--- src/hw/rtl/cmsp_pkg.sv ---
package cmsp_pkg;

    // Protocol constants.
    localparam logic [7:0]  PAYLOAD_MARKER = 8'hFF;
    localparam logic [3:0]  NIB_EXT8       = 4'd13;
    localparam logic [3:0]  NIB_EXT16      = 4'd14;
    localparam logic [3:0]  MAX_TOKEN_LEN  = 4'd8;
    localparam logic [15:0] EXT8_BASE      = 16'd13;
    localparam logic [15:0] EXT16_BASE     = 16'd269;

    typedef enum logic [11:0] {
        PH_HEADER  = 12'b0000_0000_0001,
        PH_TOKEN   = 12'b0000_0000_0010,
        PH_OPTHDR  = 12'b0000_0000_0100,
        PH_DX1     = 12'b0000_0000_1000,
        PH_DX2H    = 12'b0000_0001_0000,
        PH_DX2L    = 12'b0000_0010_0000,
        PH_LX1     = 12'b0000_0100_0000,
        PH_LX2H    = 12'b0000_1000_0000,
        PH_LX2L    = 12'b0001_0000_0000,
        PH_VALUE   = 12'b0010_0000_0000,
        PH_PAYLOAD = 12'b0100_0000_0000,
        PH_SKIP    = 12'b1000_0000_0000
    } phase_t;

    typedef enum logic [2:0] {
        EV_NONE       = 3'd0,
        EV_HEADER     = 3'd1,
        EV_TOKEN      = 3'd2,
        EV_OPT_HEADER = 3'd3,
        EV_OPT_VALUE  = 3'd4,
        EV_PAYLOAD    = 3'd5,
        EV_MARKER     = 3'd6
    } event_t;

    typedef enum logic [1:0] {
        ST_OK        = 2'd0,
        ST_SHORT     = 2'd1,
        ST_BAD_TOKEN = 2'd2,
        ST_TRUNCATED = 2'd3
    } status_t;

    typedef struct packed {
        logic [7:0] data_byte;
        logic       last_byte;
    } in_item_t;

    typedef struct packed {
        logic [2:0]  event_kind;
        logic [1:0]  version;
        logic [1:0]  msg_type;
        logic [3:0]  token_length;
        logic [7:0]  code;
        logic [15:0] msg_ident;
        logic [15:0] option_number;
        logic [15:0] option_length;
        logic [7:0]  data_value;
        logic        message_end;
        logic [1:0]  status;
    } out_item_t;

    // Parser context carried from one byte to the next.
    typedef struct packed {
        phase_t      phase;
        logic [1:0]  hdr_pos;
        logic [1:0]  version;
        logic [1:0]  msg_type;
        logic [3:0]  tok_count;
        logic [7:0]  code;
        logic [15:0] msg_ident;
        logic [3:0]  token_rem;
        logic [15:0] run_number;
        logic [15:0] pend_delta;
        logic [15:0] pend_length;
        logic [7:0]  ext_high;
        logic [15:0] value_rem;
    } parse_state_t;

    function automatic parse_state_t reset_state();
        parse_state_t s;
        s       = '0;
        s.phase = PH_HEADER;
        return s;
    endfunction

endpackage

--- src/hw/rtl/coap_message_stream_parser.sv ---
// Channel  | Direction | Handshake          | Payload
// ---------+-----------+--------------------+------------------------------------------
// in       | input     | in_valid/in_ready  | in_data  : data_byte, last_byte
// out      | output    | out_valid/out_ready| out_data : event, header, option, status
//
// Every accepted byte yields exactly one result transaction, presented in the cycle after acceptance.
// A byte can be accepted every cycle while the output is not stalled; throughput is one
// byte per cycle, set by the combinational parse step feeding one output register.
// Reset (rst_n low, asynchronous) clears the parse context to the header phase and
// empties the output register.
// When out_ready is low with a result held, in_ready drops and the parser context holds.

module coap_message_stream_parser
    import cmsp_pkg::*;
(
    input  logic      clk,
    input  logic      rst_n,
    input  logic      in_valid,
    output logic      in_ready,
    input  in_item_t  in_data,
    output logic      out_valid,
    input  logic      out_ready,
    output out_item_t out_data
);

    // The parse context is the per-message state: header fields captured so far,
    // the token and option value down-counters, the running option number and the
    // pending option delta and length.
    parse_state_t state_reg;
    parse_state_t state_next;
    out_item_t    step_result;
    logic         in_accept;

    // One byte moves the parser through one step of the message layout: header
    // bytes, token bytes, option headers with their extension bytes, option
    // values, the payload marker and payload bytes.
    cmsp_decode u_decode (
        .cur    (state_reg),
        .item   (in_data),
        .nxt    (state_next),
        .result (step_result)
    );

    // The output register decouples the two sides, so a new byte is taken in the
    // same cycle that the previous result leaves.
    cmsp_out_stage u_out_stage (
        .clk        (clk),
        .rst_n      (rst_n),
        .load_valid (in_valid),
        .load_ready (in_ready),
        .load_data  (step_result),
        .out_valid  (out_valid),
        .out_ready  (out_ready),
        .out_data   (out_data)
    );

    assign in_accept = in_valid && in_ready;

    // The context advances only when a byte transaction completes.
    always_ff @(posedge clk or negedge rst_n)
    begin
        if (!rst_n)
        begin
            state_reg <= reset_state();
        end
        else if (in_accept)
        begin
            state_reg <= state_next;
        end
    end

endmodule

--- src/hw/rtl/cmsp_decode.sv ---
module cmsp_decode
    import cmsp_pkg::*;
(
    input  parse_state_t cur,
    input  in_item_t     item,
    output parse_state_t nxt,
    output out_item_t    result
);

    parse_state_t upd;
    event_t       ev;
    logic [7:0]   dv;
    logic         do_after;
    logic         do_finish;
    status_t      st;
    logic         hdr_seen;
    logic         opt_event;
    logic [7:0]   b;

    assign b = item.data_byte;

    always_comb
    begin
        upd       = cur;
        ev        = EV_NONE;
        dv        = '0;
        do_after  = 1'b0;
        do_finish = 1'b0;

        case (cur.phase)
            PH_HEADER:
            begin
                case (cur.hdr_pos)
                    2'd0:
                    begin
                        upd.version   = b[7:6];
                        upd.msg_type  = b[5:4];
                        upd.tok_count = b[3:0];
                    end
                    2'd1:    upd.code = b;
                    2'd2:    upd.msg_ident = {b, 8'h00};
                    default:
                    begin
                        upd.msg_ident = {cur.msg_ident[15:8], b};
                        ev            = EV_HEADER;
                        if (cur.tok_count > MAX_TOKEN_LEN)
                        begin
                            upd.phase = PH_SKIP;
                        end
                        else if (cur.tok_count != 4'd0)
                        begin
                            upd.token_rem = cur.tok_count;
                            upd.phase     = PH_TOKEN;
                        end
                        else
                        begin
                            upd.phase = PH_OPTHDR;
                        end
                    end
                endcase
                upd.hdr_pos = cur.hdr_pos + 2'd1;
            end
            PH_TOKEN:
            begin
                ev            = EV_TOKEN;
                dv            = b;
                upd.token_rem = cur.token_rem - 4'd1;
                if (upd.token_rem == 4'd0)
                begin
                    upd.phase = PH_OPTHDR;
                end
            end
            PH_OPTHDR:
            begin
                if (b == PAYLOAD_MARKER)
                begin
                    ev        = EV_MARKER;
                    upd.phase = PH_PAYLOAD;
                end
                else
                begin
                    upd.pend_length = {12'h000, b[3:0]};
                    upd.pend_delta  = {12'h000, b[7:4]};
                    if (b[7:4] == NIB_EXT8)
                    begin
                        upd.phase = PH_DX1;
                    end
                    else if (b[7:4] == NIB_EXT16)
                    begin
                        upd.phase = PH_DX2H;
                    end
                    else
                    begin
                        do_after = 1'b1;
                    end
                end
            end
            PH_DX1:
            begin
                upd.pend_delta = {8'h00, b} + EXT8_BASE;
                do_after       = 1'b1;
            end
            PH_DX2H:
            begin
                upd.ext_high = b;
                upd.phase    = PH_DX2L;
            end
            PH_DX2L:
            begin
                upd.pend_delta = {cur.ext_high, b} + EXT16_BASE;
                do_after       = 1'b1;
            end
            PH_LX1:
            begin
                upd.pend_length = {8'h00, b} + EXT8_BASE;
                do_finish       = 1'b1;
            end
            PH_LX2H:
            begin
                upd.ext_high = b;
                upd.phase    = PH_LX2L;
            end
            PH_LX2L:
            begin
                upd.pend_length = {cur.ext_high, b} + EXT16_BASE;
                do_finish       = 1'b1;
            end
            PH_VALUE:
            begin
                ev            = EV_OPT_VALUE;
                dv            = b;
                upd.value_rem = cur.value_rem - 16'd1;
                if (upd.value_rem == 16'd0)
                begin
                    upd.phase = PH_OPTHDR;
                end
            end
            PH_PAYLOAD:
            begin
                ev = EV_PAYLOAD;
                dv = b;
            end
            default:
            begin
            end
        endcase

        // The length nibble may still call for extension bytes once the delta is known.
        if (do_after)
        begin
            if (upd.pend_length == {12'h000, NIB_EXT8})
            begin
                upd.phase = PH_LX1;
            end
            else if (upd.pend_length == {12'h000, NIB_EXT16})
            begin
                upd.phase = PH_LX2H;
            end
            else
            begin
                do_finish = 1'b1;
            end
        end

        if (do_finish)
        begin
            upd.run_number = cur.run_number + upd.pend_delta;
            upd.value_rem  = upd.pend_length;
            upd.phase      = (upd.pend_length != 16'd0) ? PH_VALUE : PH_OPTHDR;
            ev             = EV_OPT_HEADER;
        end
    end

    // Status is judged on the phase reached after this byte.
    always_comb
    begin
        case (upd.phase)
            PH_SKIP,
            PH_TOKEN:   st = ST_BAD_TOKEN;
            PH_HEADER:  st = ST_SHORT;
            PH_DX1,
            PH_DX2H,
            PH_DX2L,
            PH_LX1,
            PH_LX2H,
            PH_LX2L,
            PH_VALUE:   st = ST_TRUNCATED;
            default:    st = ST_OK;
        endcase
    end

    assign hdr_seen  = (upd.phase != PH_HEADER);
    assign opt_event = (ev == EV_OPT_HEADER) || (ev == EV_OPT_VALUE);

    always_comb
    begin
        result.event_kind    = ev;
        result.version       = hdr_seen ? upd.version : 2'd0;
        result.msg_type      = hdr_seen ? upd.msg_type : 2'd0;
        result.token_length  = hdr_seen ? upd.tok_count : 4'd0;
        result.code          = hdr_seen ? upd.code : 8'd0;
        result.msg_ident     = hdr_seen ? upd.msg_ident : 16'd0;
        result.option_number = opt_event ? upd.run_number : 16'd0;
        result.option_length = opt_event ? upd.pend_length : 16'd0;
        result.data_value    = dv;
        result.message_end   = item.last_byte;
        result.status        = item.last_byte ? st : ST_OK;
    end

    // The final byte of a message returns the context to its reset value.
    assign nxt = item.last_byte ? reset_state() : upd;

endmodule

--- src/hw/rtl/cmsp_out_stage.sv ---
module cmsp_out_stage
    import cmsp_pkg::*;
(
    input  logic      clk,
    input  logic      rst_n,
    input  logic      load_valid,
    output logic      load_ready,
    input  out_item_t load_data,
    output logic      out_valid,
    input  logic      out_ready,
    output out_item_t out_data
);

    logic      valid_reg;
    logic      valid_next;
    out_item_t data_reg;

    // The register can take a new result whenever it is empty or being drained.
    assign load_ready = !valid_reg || out_ready;

    always_comb
    begin
        valid_next = valid_reg;
        if (load_ready)
        begin
            valid_next = load_valid;
        end
    end

    always_ff @(posedge clk or negedge rst_n)
    begin
        if (!rst_n)
        begin
            valid_reg <= 1'b0;
        end
        else
        begin
            valid_reg <= valid_next;
        end
    end

    always_ff @(posedge clk)
    begin
        if (load_valid && load_ready)
        begin
            data_reg <= load_data;
        end
    end

    assign out_valid = valid_reg;
    assign out_data  = data_reg;

endmodule
--- config.mk ---
export PLATFORM = sky130hd
export DESIGN_NAME = coap_message_stream_parser
export DESIGN_NICKNAME = d
export VERILOG_FILES = /design/src/hw/rtl/cmsp_pkg.sv /design/src/hw/rtl/coap_message_stream_parser.sv /design/src/hw/rtl/cmsp_decode.sv /design/src/hw/rtl/cmsp_out_stage.sv
export SDC_FILE = /design/constraint.sdc
export NUM_CORES = 1
export LEC_CHECK = 0
export ABC_AREA = 1
export BUFFER_PORTS_ARGS = -buffer_cell sky130_fd_sc_hd__buf_2
export CORE_UTILIZATION = 35
export DETAILED_ROUTE_END_ITERATION = 12
export GPL_TIMING_DRIVEN = 0
export MAX_ROUTING_LAYER = met4
export PLACE_DENSITY_LB_ADDON = 0.25
export SETUP_SLACK_MARGIN = 0.2
export SYNTH_ARGS = -nofsm -noshare
export SYNTH_HDL_FRONTEND = slang
export SYNTH_SLANG_ARGS = --single-unit
--- constraint.sdc ---
create_clock -name clk -period 5.3 [get_ports clk]
set_input_delay 0.53 -clock clk [delete_from_list [all_inputs] [get_ports clk]]
set_output_delay 0.53 -clock clk [all_outputs]
set_load 0.02 [all_outputs]
==> impl_results.md <==
* Ports at 93
* Clock Sinks at 201
* Setup crit end kind: register
* Largest net degree at the start of global routing at 79
* Post-synthesis register bit count at 201
* Gr usage total at 0.2119
* Critical Path Max Stage Delay at 550 ps
* Root Buffer: clkbuf_16
* WS Path Type: register to register
* Gr ovfl total at 0
* Max Clk Rate at 213.3 MHz
* Total wire length at roughly 32 mm
* Logic pwr share at 0.306
* Final setup viols at 0
* Hold Path Class: primary input to register
* Total vias in the final route at 9,629
* Most frequent cells in the layout: 348 x nand2_1, 169 x inv_1, 138 x nor2_1
* Pwr/cell area at between 400 and 500 mW/mm^2
* Global-route wire length before repair at 51.17 mm
* Die W at roughly 180 um
* Post-synth cell types at approximately 50
* Starting density of the core at 0.3562
* RSZ-0062 raised after global routing: false
* Seq/Total Area, Yosys at 0.4975
* Area Overhead vs Synth at 17.74%
* Min Hold Slack at 203.5 ps
* YS warnings at 0
* Most frequent CP cell: nand2_1
* Asr flop ratio synth at 0.6119
* Leak Pwr at 5.997 nW
* Clk Latency, worst-skew pair at 530 ps
* Share of total power in the clock network at 0.331
* Worst vdd ir at around 0.19 mV
* Register area at 0.005421 sq mm
* TritonCTS buffer count at 24
* Antenna cell count at 0
* Longest Clk Path Bufs at 3
* Yosys top cell area share at 0.2802
* Number of global-route vias before repair at slightly above 9k
* Primary FF master, synth: dfrtp_1
* Initial DRC Count at ~850
* Max FFs per register at 122
* Max Slew Vio Count at 0
* CTS tree: yes
* Max-Cap Viols at 0
* Crit Path Max Fanout at 10
* Final core utilization at 0.4194
* # fillers at 3,189
* Final net count at 1,507
* Cell taking the most area after synthesis: dfrtp_1
* Layout cells sized above 1 at 0.1318
* DR DRC count at 0
* Placed Area at around 0.012 sq mm
* Worst path slowest cell: dfstp_2
* H-tree depth at 1
* RD Place Congestion at 0.9397
* Relative slew slack at 0.4422
* Synth Instances at roughly 1.3k
* Critical Path Start Type: register
* Sw Pwr at ~2.0 mW
* DR pass1 iterations at 5
* EDFF count, synth at ~80
* Post-DP HPWL at between 20 and 25 mm
* Final hold vios at 0
* Int Pwr at 3.444 mW
* Worst slew pin tran at 836.7 ps
* Via density at a little over 5
* I/O Buffers at 92
* Row count at 64
* Synth Cell Area at 0.01090 sq mm
* Inst Count DP at 1,834
* Core ar. at between 0.03 and 0.04 sq mm
* Synth top area cells: dfrtp_1 28%, edfxtp_1 21%, nand2_1 12%, o21ai_0 6.1%, inv_1 5.8%
* Tmin final at around 4700 ps
* Switching Fraction at 0.3631
* Routed Antenna Nets at 0
* Area used by multi-input combinational logic at 0.004622 sq mm
* Syn Nets at 1,382
* Antenna violations before repair at 0
* Final Cell Area at approximately 0.013 sq mm
* Req. time, crit path at 5550 ps
* Worst Skew at 21.10 ps
* Crit share post-route at 0.8844
* Die Y at 178.4 um
* Synthesized area per cell at 8.108 sq um
* Die area at 0.03184 sq mm
* Clk slew on worst S/H paths at 60 ps
* Status: complete, no violations
* WP data arrival at 4940 ps
* Sequential power share at 0.363
* Non-filler cells in the finished layout at 1,883
* Commonest non-fill, non-tap cell in the layout: nand2_1
* WL per Instance at 16.98 um
metrics by stage:
| step | power (mW) | worst slack (ps) | TNS, ps |
|---|---|---|---|
| finish | 5.407 | 612.6 | 0 |
| global route | 5.739 | 151.2 | 0 |
| CTS | 5.418 | 287.7 | 0 |
| floorplan | 3.133 | 1271 | 0 |
| global placement | 3.592 | -472.8 | -39610 |
| detailed placement | 3.617 | 248.2 | 0 |
power by group through the flow:
stage | logic, mW | registers, mW | clock network [mW]
2_1_floorplan | 1.06 | 2.07 | 0
3_3_place_gp | 1.60 | 1.99 | 0
3_5_place_dp | 1.63 | 1.99 | 0
4_1_cts | 1.63 | 1.96 | 1.82
5_1_grt | 1.88 | 1.99 | 1.88
6_report | 1.65 | 1.96 | 1.79
path summary, 6_finish.rpt:
check	from	endpoint	slack [ps]	cells past startpoint
worst min-delay path	in_data[0]	u_out_stage.out_data[2]	200	1
worst max-delay path	state_reg[110]	u_out_stage.out_data[42]	610	27
worst min register to register	state_reg[80]	state_reg[80]	480	2
max in group asynchronous	rst_n	state_reg[59]	4010	3
min in group asynchronous	rst_n	state_reg[96]	510	2
worst max register to register	state_reg[110]	u_out_stage.out_data[42]	610	27
synth_stat cells, types with 15 or more instances:
cell / instances
a21oi_1: 29
clkbuf_1: 33
dfrtp_1: 122
edfxtp_1: 78
ha_1: 24
inv_1: 169
nand2_1: 350
nand3_1: 61
nand4_1: 15
nor2_1: 138
o21ai_0: 133
o22ai_1: 37
xor2_1: 19
layer usage:
layer	part of all wire	GRT usage
met5	0	-
met4	0.024	0.06003
met3	0.055	0.02067
met2	0.45	0.3220
met1	0.47	0.2993
final cells by class:
class,instances,area share
flip-flops and latches,201,0.4226
multi-input cells,917,0.3602
inverters,186,0.05461
clock buffers,29,0.04993
repair buffers,99,0.04379
well taps,396,0.03862
clock inverters,15,0.01638
plain buffers,40,0.01385
kinds of logic after synthesis:
kind of cell | count (synthesis) | synth area share
AOI/OAI and AO/OA | 260 | 0.1413
adders and majority gates | 25 | 0.02940
buffers and inverters | 226 | 0.08015
xor gates and xnor gates | 23 | 0.01849
DFF | 201 | 0.4975
and+or+nand+nor | 609 | 0.2331
what timing repair did:
item,4_1_cts,5_1_grt
gates resized for setup,1,6
setup endpoints to repair,1,8
setup buffers,0,4
hold buffers,1,0
pin swaps,0,4
gates cloned,0,0
hold endpoints to repair,44,0
critical path: cells and delay by family, from the launching register on:
kind | cells | cell delay [ps]
AND/OR/NAND/NOR | 14 | 1470
flip-flops | 1 | 550
AO/OA/AOI/OAI | 6 | 1160
buffers and inverters | 5 | 640
XOR/XNOR | 1 | 230
adder cells (fa/ha/maj) | 1 | 360
(Power assumes the default switching activity.)
